File: src/hw/rtl/fulp_pkg.sv
// Package: command and status codes, field widths and register defaults of the pool.
package fulp_pkg;

    localparam int unsigned CMD_W    = 2;
    localparam int unsigned REQ_W    = 16;
    localparam int unsigned UNIT_W   = 8;
    localparam int unsigned STATUS_W = 2;
    localparam int unsigned USIZE_W  = 16;
    localparam int unsigned NUNITS_W = 9;

    // Units reachable through the 8-bit unit index.
    localparam int unsigned IDX_LIMIT = 256;

    localparam logic [CMD_W-1:0] CMD_ALLOC  = 2'd0;
    localparam logic [CMD_W-1:0] CMD_FREE   = 2'd1;
    localparam logic [CMD_W-1:0] CMD_RELINK = 2'd2;

    localparam logic [STATUS_W-1:0] STATUS_OK        = 2'd0;
    localparam logic [STATUS_W-1:0] STATUS_TOO_LARGE = 2'd1;
    localparam logic [STATUS_W-1:0] STATUS_EMPTY     = 2'd2;
    localparam logic [STATUS_W-1:0] STATUS_RESET     = 2'd3;

    localparam logic REG_UNIT_BYTES = 1'b0;
    localparam logic REG_UNIT_COUNT = 1'b1;

    localparam logic [USIZE_W-1:0]  UNIT_BYTES_RESET = 16'd64;
    localparam logic [NUNITS_W-1:0] UNIT_COUNT_RESET = 9'd256;

endpackage

File: src/hw/rtl/fulp_store.sv
// Next-pointer store: one write port, one read port, registered read data.
module fulp_store #(
    parameter int unsigned DEPTH  = 256,
    parameter int unsigned ADDR_W = 8,
    parameter int unsigned DATA_W = 9
) (
    input  logic              clk,
    input  logic              we,
    input  logic [ADDR_W-1:0] waddr,
    input  logic [DATA_W-1:0] wdata,
    input  logic [ADDR_W-1:0] raddr,
    output logic [DATA_W-1:0] rdata
);

    logic [DATA_W-1:0] mem [DEPTH];
    logic [DATA_W-1:0] rdata_reg;

    always_ff @(posedge clk)
    begin
        if (we)
        begin
            mem[waddr] <= wdata;
        end
        rdata_reg <= mem[raddr];
    end

    assign rdata = rdata_reg;

endmodule

File: src/hw/rtl/fixed_unit_free_list_pool_top.sv
// Top level: fixed-unit pool allocator with a linked free list in a next-pointer RAM.
//
//  channel   dir  handshake                 payload
//  s_*       in   s_tvalid / s_tready       s_tdata: cmd, request_bytes, free_unit
//  m_*       out  m_tvalid / m_tready       m_tdata: status, unit_id
//  apb       in   psel, penable, pwrite     paddr, pwdata -> unit_bytes, unit_count; prdata
//
//  One command at a time. Allocate, free and refused commands pass through the
//  accept cycle (head check, RAM read of the head's next pointer, or the free's write)
//  and then retire into the output register. Relink writes one RAM entry per cycle,
//  for min(unit_count, depth) entries; the single RAM port pair sets this pace.
//  A word waiting in the output register does not block the next accept; a command
//  that finishes while the register is still full waits in DONE until it drains.
//  After rst_n the free list is empty until a relink or free command; no clearing pass runs.
module fixed_unit_free_list_pool_top #(
    parameter int unsigned MAX_UNITS = 256
) (
    input  logic        clk,
    input  logic        rst_n,
    // stream in
    input  logic        s_tvalid,
    output logic        s_tready,
    input  logic [31:0] s_tdata,   // [1:0] cmd, [17:2] request_bytes, [25:18] free_unit
    // stream out
    output logic        m_tvalid,
    input  logic        m_tready,
    output logic [15:0] m_tdata,   // [1:0] status, [9:2] unit_id
    // register port
    input  logic        psel,
    input  logic        penable,
    input  logic        pwrite,
    input  logic [2:0]  paddr,
    input  logic [31:0] pwdata,
    output logic [31:0] prdata,
    output logic        pready
);

    // RAM depth: units beyond the 8-bit index can never be linked or freed.
    localparam int unsigned DEPTH =
        (MAX_UNITS < fulp_pkg::IDX_LIMIT) ? MAX_UNITS : fulp_pkg::IDX_LIMIT;
    localparam int unsigned IDX_W = $clog2(DEPTH);
    // Pointers hold a unit index or the empty mark (MAX_UNITS).
    localparam int unsigned PTR_W = $clog2(MAX_UNITS + 1);
    localparam logic [PTR_W-1:0] EMPTY_MARK = PTR_W'(MAX_UNITS);
    localparam logic [fulp_pkg::NUNITS_W-1:0] DEPTH_CNT = fulp_pkg::NUNITS_W'(DEPTH);

    typedef enum logic [1:0] {ST_IDLE, ST_ALLOC, ST_RELINK, ST_DONE} state_t;

    state_t                              state_reg;
    logic [PTR_W-1:0]                    head_reg;
    logic [IDX_W-1:0]                    cnt_reg;
    logic [IDX_W-1:0]                    last_reg;
    logic [fulp_pkg::STATUS_W-1:0]       res_status_reg;
    logic [fulp_pkg::UNIT_W-1:0]         res_index_reg;
    logic                                m_tvalid_reg;
    logic [fulp_pkg::STATUS_W-1:0]       m_status_reg;
    logic [fulp_pkg::UNIT_W-1:0]         m_index_reg;
    logic [fulp_pkg::USIZE_W-1:0]        unit_bytes_reg;
    logic [fulp_pkg::NUNITS_W-1:0]       unit_count_reg;

    // input word fields
    logic [fulp_pkg::CMD_W-1:0]  in_cmd;
    logic [fulp_pkg::REQ_W-1:0]  in_req;
    logic [fulp_pkg::UNIT_W-1:0] in_unit;

    assign in_cmd  = s_tdata[1:0];
    assign in_req  = s_tdata[17:2];
    assign in_unit = s_tdata[25:18];

    logic accept;
    logic slot_free;
    logic out_load;
    logic unit_ok;
    logic head_empty;
    logic [fulp_pkg::NUNITS_W-1:0] link_cnt;

    assign s_tready   = (state_reg == ST_IDLE);
    assign accept     = s_tvalid && s_tready;
    assign slot_free  = !m_tvalid_reg || m_tready;
    // a finished command moves into the output register
    assign out_load   = slot_free && ((state_reg == ST_ALLOC) || (state_reg == ST_DONE));
    assign unit_ok    = 32'(in_unit) < 32'(MAX_UNITS);
    assign head_empty = head_reg >= EMPTY_MARK;
    // relink covers min(unit_count, depth) units
    assign link_cnt   = (unit_count_reg > DEPTH_CNT) ? DEPTH_CNT : unit_count_reg;

    // next-pointer RAM
    logic              mem_we;
    logic [IDX_W-1:0]  mem_waddr;
    logic [PTR_W-1:0]  mem_wdata;
    logic [PTR_W-1:0]  mem_rdata;

    always_comb
    begin
        mem_we    = 1'b0;
        mem_waddr = '0;
        mem_wdata = '0;
        if (accept && (in_cmd == fulp_pkg::CMD_FREE) && unit_ok)
        begin
            // push: freed unit points at the old head
            mem_we    = 1'b1;
            mem_waddr = in_unit[IDX_W-1:0];
            mem_wdata = head_reg;
        end
        else if (state_reg == ST_RELINK)
        begin
            mem_we    = 1'b1;
            mem_waddr = cnt_reg;
            mem_wdata = (cnt_reg == last_reg) ? EMPTY_MARK : (PTR_W'(cnt_reg) + PTR_W'(1));
        end
    end

    // Read port always follows the head; in ST_ALLOC the data is the popped unit's link.
    fulp_store #(
        .DEPTH  (DEPTH),
        .ADDR_W (IDX_W),
        .DATA_W (PTR_W)
    ) u_store (
        .clk   (clk),
        .we    (mem_we),
        .waddr (mem_waddr),
        .wdata (mem_wdata),
        .raddr (head_reg[IDX_W-1:0]),
        .rdata (mem_rdata)
    );

    // command sequencer and output register
    always_ff @(posedge clk or negedge rst_n)
    begin
        if (!rst_n)
        begin
            state_reg      <= ST_IDLE;
            head_reg       <= EMPTY_MARK;
            cnt_reg        <= '0;
            last_reg       <= '0;
            res_status_reg <= fulp_pkg::STATUS_OK;
            res_index_reg  <= '0;
            m_tvalid_reg   <= 1'b0;
            m_status_reg   <= fulp_pkg::STATUS_OK;
            m_index_reg    <= '0;
        end
        else
        begin
            if (out_load)
            begin
                m_tvalid_reg <= 1'b1;
            end
            else if (m_tready)
            begin
                m_tvalid_reg <= 1'b0;
            end
            unique case (state_reg)
                ST_IDLE:
                begin
                    if (s_tvalid)
                    begin
                        unique case (in_cmd)
                            fulp_pkg::CMD_ALLOC:
                            begin
                                // size check wins over the empty check
                                if (in_req > unit_bytes_reg)
                                begin
                                    res_status_reg <= fulp_pkg::STATUS_TOO_LARGE;
                                    res_index_reg  <= '0;
                                    state_reg      <= ST_DONE;
                                end
                                else if (head_empty)
                                begin
                                    res_status_reg <= fulp_pkg::STATUS_EMPTY;
                                    res_index_reg  <= '0;
                                    state_reg      <= ST_DONE;
                                end
                                else
                                begin
                                    res_index_reg <= fulp_pkg::UNIT_W'(head_reg);
                                    state_reg     <= ST_ALLOC;
                                end
                            end
                            fulp_pkg::CMD_FREE:
                            begin
                                // no double-free check; out-of-range index is a no-op
                                if (unit_ok)
                                begin
                                    head_reg <= PTR_W'(in_unit);
                                end
                                res_status_reg <= fulp_pkg::STATUS_OK;
                                res_index_reg  <= '0;
                                state_reg      <= ST_DONE;
                            end
                            fulp_pkg::CMD_RELINK:
                            begin
                                res_index_reg <= '0;
                                if (link_cnt == '0)
                                begin
                                    head_reg       <= EMPTY_MARK;
                                    res_status_reg <= fulp_pkg::STATUS_RESET;
                                    state_reg      <= ST_DONE;
                                end
                                else
                                begin
                                    head_reg  <= '0;
                                    cnt_reg   <= '0;
                                    last_reg  <= IDX_W'(link_cnt - 9'd1);
                                    state_reg <= ST_RELINK;
                                end
                            end
                            default:
                            begin
                                // unused code: no state change
                                res_status_reg <= fulp_pkg::STATUS_OK;
                                res_index_reg  <= '0;
                                state_reg      <= ST_DONE;
                            end
                        endcase
                    end
                end
                ST_ALLOC:
                begin
                    // pop: head takes the popped unit's link
                    head_reg <= mem_rdata;
                    if (slot_free)
                    begin
                        m_status_reg <= fulp_pkg::STATUS_OK;
                        m_index_reg  <= res_index_reg;
                        state_reg    <= ST_IDLE;
                    end
                    else
                    begin
                        res_status_reg <= fulp_pkg::STATUS_OK;
                        state_reg      <= ST_DONE;
                    end
                end
                ST_RELINK:
                begin
                    if (cnt_reg == last_reg)
                    begin
                        res_status_reg <= fulp_pkg::STATUS_RESET;
                        state_reg      <= ST_DONE;
                    end
                    else
                    begin
                        cnt_reg <= cnt_reg + IDX_W'(1);
                    end
                end
                ST_DONE:
                begin
                    if (slot_free)
                    begin
                        m_status_reg <= res_status_reg;
                        m_index_reg  <= res_index_reg;
                        state_reg    <= ST_IDLE;
                    end
                end
                default:
                begin
                    state_reg <= ST_IDLE;
                end
            endcase
        end
    end

    assign m_tvalid = m_tvalid_reg;
    assign m_tdata  = {6'b0, m_index_reg, m_status_reg};

    // register port: index is paddr[2], byte offset ignored
    logic cfg_wr;

    assign pready = 1'b1;
    assign cfg_wr = psel && penable && pwrite && pready;

    always_ff @(posedge clk or negedge rst_n)
    begin
        if (!rst_n)
        begin
            unit_bytes_reg <= fulp_pkg::UNIT_BYTES_RESET;
            unit_count_reg <= fulp_pkg::UNIT_COUNT_RESET;
        end
        else if (cfg_wr)
        begin
            if (paddr[2] == fulp_pkg::REG_UNIT_BYTES)
            begin
                unit_bytes_reg <= pwdata[15:0];
            end
            else
            begin
                unit_count_reg <= pwdata[8:0];
            end
        end
    end

    assign prdata = (paddr[2] == fulp_pkg::REG_UNIT_COUNT) ? {23'b0, unit_count_reg}
                                                           : {16'b0, unit_bytes_reg};

endmodule

File: config.mk
export PLATFORM = sky130hd
export DESIGN_NAME = fixed_unit_free_list_pool_top
export DESIGN_NICKNAME = d
export VERILOG_FILES = /design/src/hw/rtl/fulp_pkg.sv /design/src/hw/rtl/fulp_store.sv /design/src/hw/rtl/fixed_unit_free_list_pool_top.sv
export SDC_FILE = /design/constraint.sdc
export NUM_CORES = 2
export LEC_CHECK = 0
export BUFFER_PORTS_ARGS = -buffer_cell sky130_fd_sc_hd__buf_2
export CAP_MARGIN = 15
export CELL_PAD_IN_SITES_DETAIL_PLACEMENT = 2
export CELL_PAD_IN_SITES_GLOBAL_PLACEMENT = 2
export CORE_MARGIN = 3
export CORE_UTILIZATION = 50
export DETAILED_ROUTE_END_ITERATION = 8
export PLACE_DENSITY_LB_ADDON = 0.12
export SYNTH_ARGS = -nofsm -noshare
export SYNTH_HDL_FRONTEND = slang
export SYNTH_SLANG_ARGS = --single-unit
File: constraint.sdc
create_clock -name clk -period 15.9 [get_ports clk]
set_input_delay 2.385 -clock clk [delete_from_list [all_inputs] [get_ports clk]]
set_output_delay 2.385 -clock clk [all_outputs]
set_load 0.01 [all_outputs]
Word level (Yosys, flattened, before mapping)
Memories as Yosys holds them, arrays and structs flattened. A register that Yosys moved wholly into a read port is not among the register bits.
Index checks and enable logic that the tools add are counted.

cells by class
  add/subtract/negate cells = 3
  magnitude comparators = 3
  eq/ne operators = 17
  mux-type cells = 43
  bitwise logic cells = 2
  reduce and logical (&&, ||, !) cells = 27

operators by type and width
  kind                                                      number
  2-to-1 mux 8 bit                                          9
  2-to-1 mux 9 bit                                          6
  case mux 9 bit (2 select lines)                           2
  2-to-1 mux 2 bit                                          12
  greater-than comparator 16 bit                            1
  2-to-1 mux 16 bit                                         1
  case mux 8 bit (2 select lines)                           1
  inequality test 2 bit, second input constant              6
  case mux 2 bit (2 select lines)                           3
  adder 8 x 1 -> 9 bit, second input constant               1
  greater-or-equal comparator 9 bit, second input constant  1
  greater-than comparator 9 bit, second input constant      1
  logical NOT 9 bit                                         1
  AND reduction 3 bit                                       3
  adder 8 x 1 -> 8 bit, second input constant               1
  == test 8 bit                                             1
  case mux 2 bit (4 select lines)                           1
  AND reduction 2 bit                                       4
  nonzero test 2 bit                                        4
  subtractor 8 x 1 -> 8 bit, second input constant          1
  2-to-1 mux 1 bit                                          7
  == test 2 bit, second input constant                      3
  case mux 2 bit (3 select lines)                           1
  AND reduction 6 bit                                       1
  other kinds (14)                                          23

word-level totals
  flip-flop bits (word level) = 73
  bits in writable memories = 2,304
  input port bits = 74
  output and inout bits = 51
  logic and storage cells = 107
  memories kept = 1

memory list
  memory       depth  bits a word  rd ports  clocked after memory_dff  write ports  line              RTL
  u_store.mem  256    9            1         1                         1            fulp_store.sv:15  logic [DATA_W-1:0] mem [DEPTH];

Logic depth before layout (Yosys ltp)
  depth in word-level cells = 7
  mapped depth = 12
  mapped depth without buffers = 9

Modules after synthesis
Synthesis repeated with hierarchy kept, for this count alone.

second synthesis, totals
  cells, all modules = 4,733
  area, all modules = 93,678.6 um^2

by module, submodules not included
  module                         times used  cells each  area each (um^2)
  fulp_store                     1           4,237       89,278.1
  fixed_unit_free_list_pool_top  1           496         4,400.5

Worst setup path after synthesis
No wires, ideal clock.

  kind = input to register
  from = input port s_tdata[1]
  to = memory u_store.mem[0][6], data pin
  setup time = 2,233 ps
  arrival = 13,514 ps
  data required time = 13,667 ps
  slack = 153 ps
  stages on the path = 6
  buffers on the path = 3
  path through = nand2b_1 > nor2_1 > buf_2 > buf_1 > buf_1 > o31ai_1

on the way
  word-level cells in the longest chain between the ends = 3

ends and longest elaborated chain
  element                 line                                 RTL
  start, declared         fixed_unit_free_list_pool_top.sv:23  input logic [31:0] s_tdata,
  == test 2 x 1 -> 1 bit  fixed_unit_free_list_pool_top.sv:98  if (accept && (in_cmd == fulp_pkg::CMD_FREE) && unit_ok)
  logical AND 1 bit       fixed_unit_free_list_pool_top.sv:98
  2-to-1 mux 9 bit        fixed_unit_free_list_pool_top.sv:98
  net mem_wdata[6]        fixed_unit_free_list_pool_top.sv:90  logic [PTR_W-1:0] mem_wdata;
  end, declared           fulp_store.sv:15

The timed path passes the listed nets, and every way through them passes these cells.

Worst setup path after layout
  from = input port s_tvalid
  to = memory u_store.mem[44][0], data pin

on the way
  word-level cells in the longest chain between the ends = 3

ends and longest elaborated chain
  element            line                                 RTL
  start, declared    fixed_unit_free_list_pool_top.sv:21  input logic s_tvalid,
  logical AND 1 bit  fixed_unit_free_list_pool_top.sv:78  assign accept = s_tvalid && s_tready;
  logical AND 1 bit  fixed_unit_free_list_pool_top.sv:98
  2-to-1 mux 9 bit   fixed_unit_free_list_pool_top.sv:98
  net mem_wdata[0]   fixed_unit_free_list_pool_top.sv:90

The timed path passes the listed nets, and every way through them passes these cells.

==> results.md <==
Global route:
- In this run the most used layer during global routing was met2.
- The total routing usage reported by global routing is 33.4%.
- The met1 usage in global routing is 43.6%.
- The number of global-route vias before repair is 54.7k.
- Entering global routing, the biggest net connects roughly 200 pins.
- The met3 layer usage reported by global route is approximately 6.1%.
- The met2 layer usage reported by global route is 55.0%.
- The initial antenna violation count was 20.
- The sum of overflow across all layers after global routing is 0.
- The first-pass GRT wire length is roughly 450 mm.

Placed design:
- The placer congestion estimate is slightly below 0.8.
- The cell area reported after detailed placement is roughly 0.096 sq mm.
- The placed wire-length estimate is around 180 mm.
- Port buffering added a little under 80 buffers.

Clock tree:
- At the later pin of the worst-skew pair, clock insertion delay measures ~0.95 ns.
- Once the clock tree was built, the setup fixing pass inserted 0 buffers.
- The cell at the root of the clock tree is clkbuf_16.
- In this run, post-CTS repair resized a total of 0 instances.
- The TritonCTS sink count is roughly 2.4k.
- Counting the buffers created by CTS gives 274.
- No sink is reached through more buffers than the 4 on the longest clock path.
- In this run, post-CTS hold repair placed 0 buffers.
- The number of H-tree branching levels is 5.
- After clock tree synthesis, the clock-pin slew on the worst setup and hold paths is about 0.070 ns.
- The CTS tree is done.

Final layout:
- Once layout is complete, the utilization of the core stands at between 50% and 60%.
- The net count of the finished layout is around 5k.
- Summing all non-filler instances in the final layout gives an area of 0.105 sq mm.
- The area growth from synthesis to layout is 12.0%.
- The share of layout cells above drive strength 1 is 23.1%.
- The flip-flop count of the largest register after layout is about 2.3k.

Pwr:
- Dividing total power by cell area gives a power density of 175 mW/mm^2.
- The leakage power summed over all cells is 33.1 nW.
- The maximum resistive drop on vdd is around 170 uV.

Run status:
- The flow ran to the end, and the final reports show no timing, DRC or antenna violations.

Logic synthesis:
- The fraction of synthesis flops using an asynchronous set or reset pin is under 10%.
- The simple-gate share of the synthesized area is around 2.9%.
- The mux contribution to synthesized area is ~14%.
- The number of distinct library cells after synthesis is 74.
- Yosys printed 0 warnings.
- By area the synthesized netlist is led by edfxtp_1 (74%), mux4_2 (12%), dfrtp_1 (1.9%).
- Summing the sequential cell areas from Yosys gives between 70% and 80% of the chip area.
- The synthesized netlist occupies a cell area of about 0.094 sq mm.
- A synthesized cell averages 20.2 sq um.
- The dominant combinational cell family by area after synthesis is multiplexers.
- The synthesized netlist devotes approximately 4.4% of its cell area to compound gates.
- In this run, synthesis inferred 2304 flip-flops with an integrated enable.
- The cell taking the most area after synthesis is edfxtp_1.
- The top cell type's share of synthesized area is between 70% and 80%.
- The most used flip-flop cell after synthesis is edfxtp_1.
- The total of flip-flops plus latches after synthesis is around 2.4k.
- By instance count, the leading cell after synthesis is edfxtp_1.
- Summing the areas of all xor and xnor instances in the mapped netlist gives less than 1% of the synthesized area.
- In the synthesized netlist, the cells that appear most often are edfxtp_1 (2304), mux4_2 (492), nor2_1 (334).
- In the synthesized netlist, the number of instances is 4637.
- The adder and majority gate portion of the synthesized area is less than 1%.

Die:
- The floorplan step set the die height to around 440 microns.
- The core region is ~0.19 sq mm.
- Once the floorplan was initialized, standard cells occupied between 50% and 60% of the core.
- The number of placement rows is ~160.
- The floorplan step set the die width to about 440 microns.
- The die area is 0.193 sq mm.
- During I/O placement, the number of pins put on the boundary was ~130.

Worst hold path:
- The hold path depth is 1.
- The worst hold path begins at m_index_reg[2]$_DFFE_PN0P_.
- The class of the tightest hold or removal check is reg -> reg.
- The worst hold path terminates at m_index_reg[2]$_DFFE_PN0P_.

Worst setup path:
- The sort of element at the start of the critical path is an input port.
- The biggest fanout along the worst timing path is 72.
- The type of the worst setup path is in -> reg.
- The worst register-to-register path begins at head_reg[0]$_DFFE_PN0P_.
- STA puts the critical path data required time at ~16 ns.
- STA classifies the critical path endpoint as a register.
- At the worst endpoint, the arrival time is ~7.0 ns.
- In this run the register-to-register setup slack is between 10 and 15 ns.
- For the worst flop-to-flop path, the logic depth is 11.
- The critical register-to-register path endpoint is u_store.rdata[2]$_DFF_P_.
- Traced cell by cell, the critical path runs through buf_2 -> nand2_1 -> nor2_4 -> buf_4 -> nand2_1 -> o31ai_4 -> clkbuf_16 -> buf_4 -> buf_16 -> buf_4 -> buf_4.
- The library cell contributing the largest single delay on the critical path is buf_4.
- The most frequent cell on the critical path is buf_4.
- For this run, the slowest stage of the critical path takes 0.86 ns.

Timing:
- Setup repair after global routing left no endpoint under its margin.
- Setup total negative slack on the finished layout was measured at 0 ns.
- At the pin with the least slew margin, the transition time is around 1.3 ns.
- The count of final max-slew check failures is 0.
- The worst path uses between 40% and 50% of the clock period.
- Setup violations remaining at the end of the flow were counted as 0.
- Across the routed clock network, the largest skew measured is around 0.067 ns.
- The clock period could shrink to about 6.4 ns.
- The worst max-slew margin expressed relative to the limit is between 10 and 15%.
- Final hold analysis gives a worst-case slack of ~0.50 ns.
- The achievable clock frequency is roughly 160 MHz.
- The final count of hold timing violations is 0.

Drt:
- The first-iteration detailed-routing DRC count is 6488.
- In the routed design, unresolved DRC markers number 0.
- Across all layers, the routed design uses about 50k vias.
- Dividing the detail-routed wire length by the instance count gives ~43 microns.
- The count of nets left with antenna violations once routing finished came out at 0.
- The number of detailed-route iterations in the first pass is 6.
- The total wire length is between 300 and 400 mm.
- The via density per instance is around 6.8.

Run:
- The max-cap violation count is 0.
## report_power, final
group | internal, mW | switching, mW | total (mW)
Combinational | 1.60 | 3.27 | 4.87
Clock | 3.44 | 2.64 | 6.08
Sequential | 7.30 | 0.157 | 7.46
## worst max-delay path: cells and delay by family
kind | cells | cell delay (ns)
AND/OR/NAND/NOR | 3 | 0.72
AO/OA/AOI/OAI | 1 | 0.15
buffers and inverters | 7 | 3.49
## cell families (layout without fill, tap and decap cells)
family,after synthesis,after routing
AOI/OAI and AO/OA,587,587
muxes,698,698
buffers and inverters,325,676
and+or+nand+nor,600,600
xor gates and xnor gates,17,17
DFF,2386,2386
adders and majority gates,22,22
other,2,35
## through the flow
step | total power, mW | setup slack [ns] | instances
after floorplan | 10.6 | 0.153 | 4658
after global placement | 12.0 | 8.78 | 7006
after detailed placement | 12.3 | 8.13 | 7007
after CTS | 18.4 | 8.99 | 7470
after global routing | 18.9 | 9.24 | 7493
final | 18.4 | 9.46 | 7501
## area by class of cell
type	instances	area, sq um
Tap cell	2480	3100
Antenna cell	12	30.0
Inverter	23	86.3
Sequential cell	2386	71200
Clock buffer	340	7340
Fill cell	15300	80900
Multi-Input combinational cell	1947	20800
Timing Repair Buffer	190	1560
Clock inverter	123	836
## how the worst max path moves through the flow
| stage | startpoint | slack, ns | end |
|---|---|---|---|
| global placement | s_tvalid | 8.78 | u_store.mem[34][0]$_DFFE_PP_ |
| CTS | s_tvalid | 8.99 | u_store.mem[0][0]$_DFFE_PP_ |
| floorplan | s_tdata[1] | 0.15 | u_store.mem[0][6]$_DFFE_PP_ |
| global route | s_tvalid | 9.24 | u_store.mem[173][0]$_DFFE_PP_ |
| detailed placement | s_tvalid | 8.13 | u_store.mem[33][0]$_DFFE_PP_ |
| finish | s_tvalid | 9.46 | u_store.mem[44][0]$_DFFE_PP_ |
## layer usage
metal / vias up / part of all wire, %
li1: 19500 / -
met1: 27700 / 38
met2: 2838 / 50
met3: 775 / 7.6
met4: 8 / 4.8
met5: - / 0.024
## cell usage in the layout, fill, tap and decap left out, types with 9 or more instances in the layout
master,count
clkinv_2,50
clkbuf_1,53
dfrtp_1,65
inv_1,20
ha_1,22
a21o_1,9
nor3_1,34
a22o_1,44
a22oi_1,119
o21ai_0,62
edfxtp_1,2304
mux4_2,492
nor2_1,326
a221oi_1,47
mux2i_1,167
o21ai_1,11
bufinv_16,11
clkbuf_16,284
conb_1,23
xnor2_1,12
a32o_1,10
a31oi_1,17
buf_12,12
nand3_1,14
nand3b_1,12
mux2_2,38
o31ai_1,12
nand2b_1,11
a21oi_1,109
buf_4,87
nand4_1,9
o22ai_1,57
buf_2,77
clkinv_1,59
diode_2,12
nand2_1,95
o221ai_1,34
dfxtp_1,9
a211oi_1,19
nand2_2,16
No activity file was read; power rests on OpenSTA's default activity.
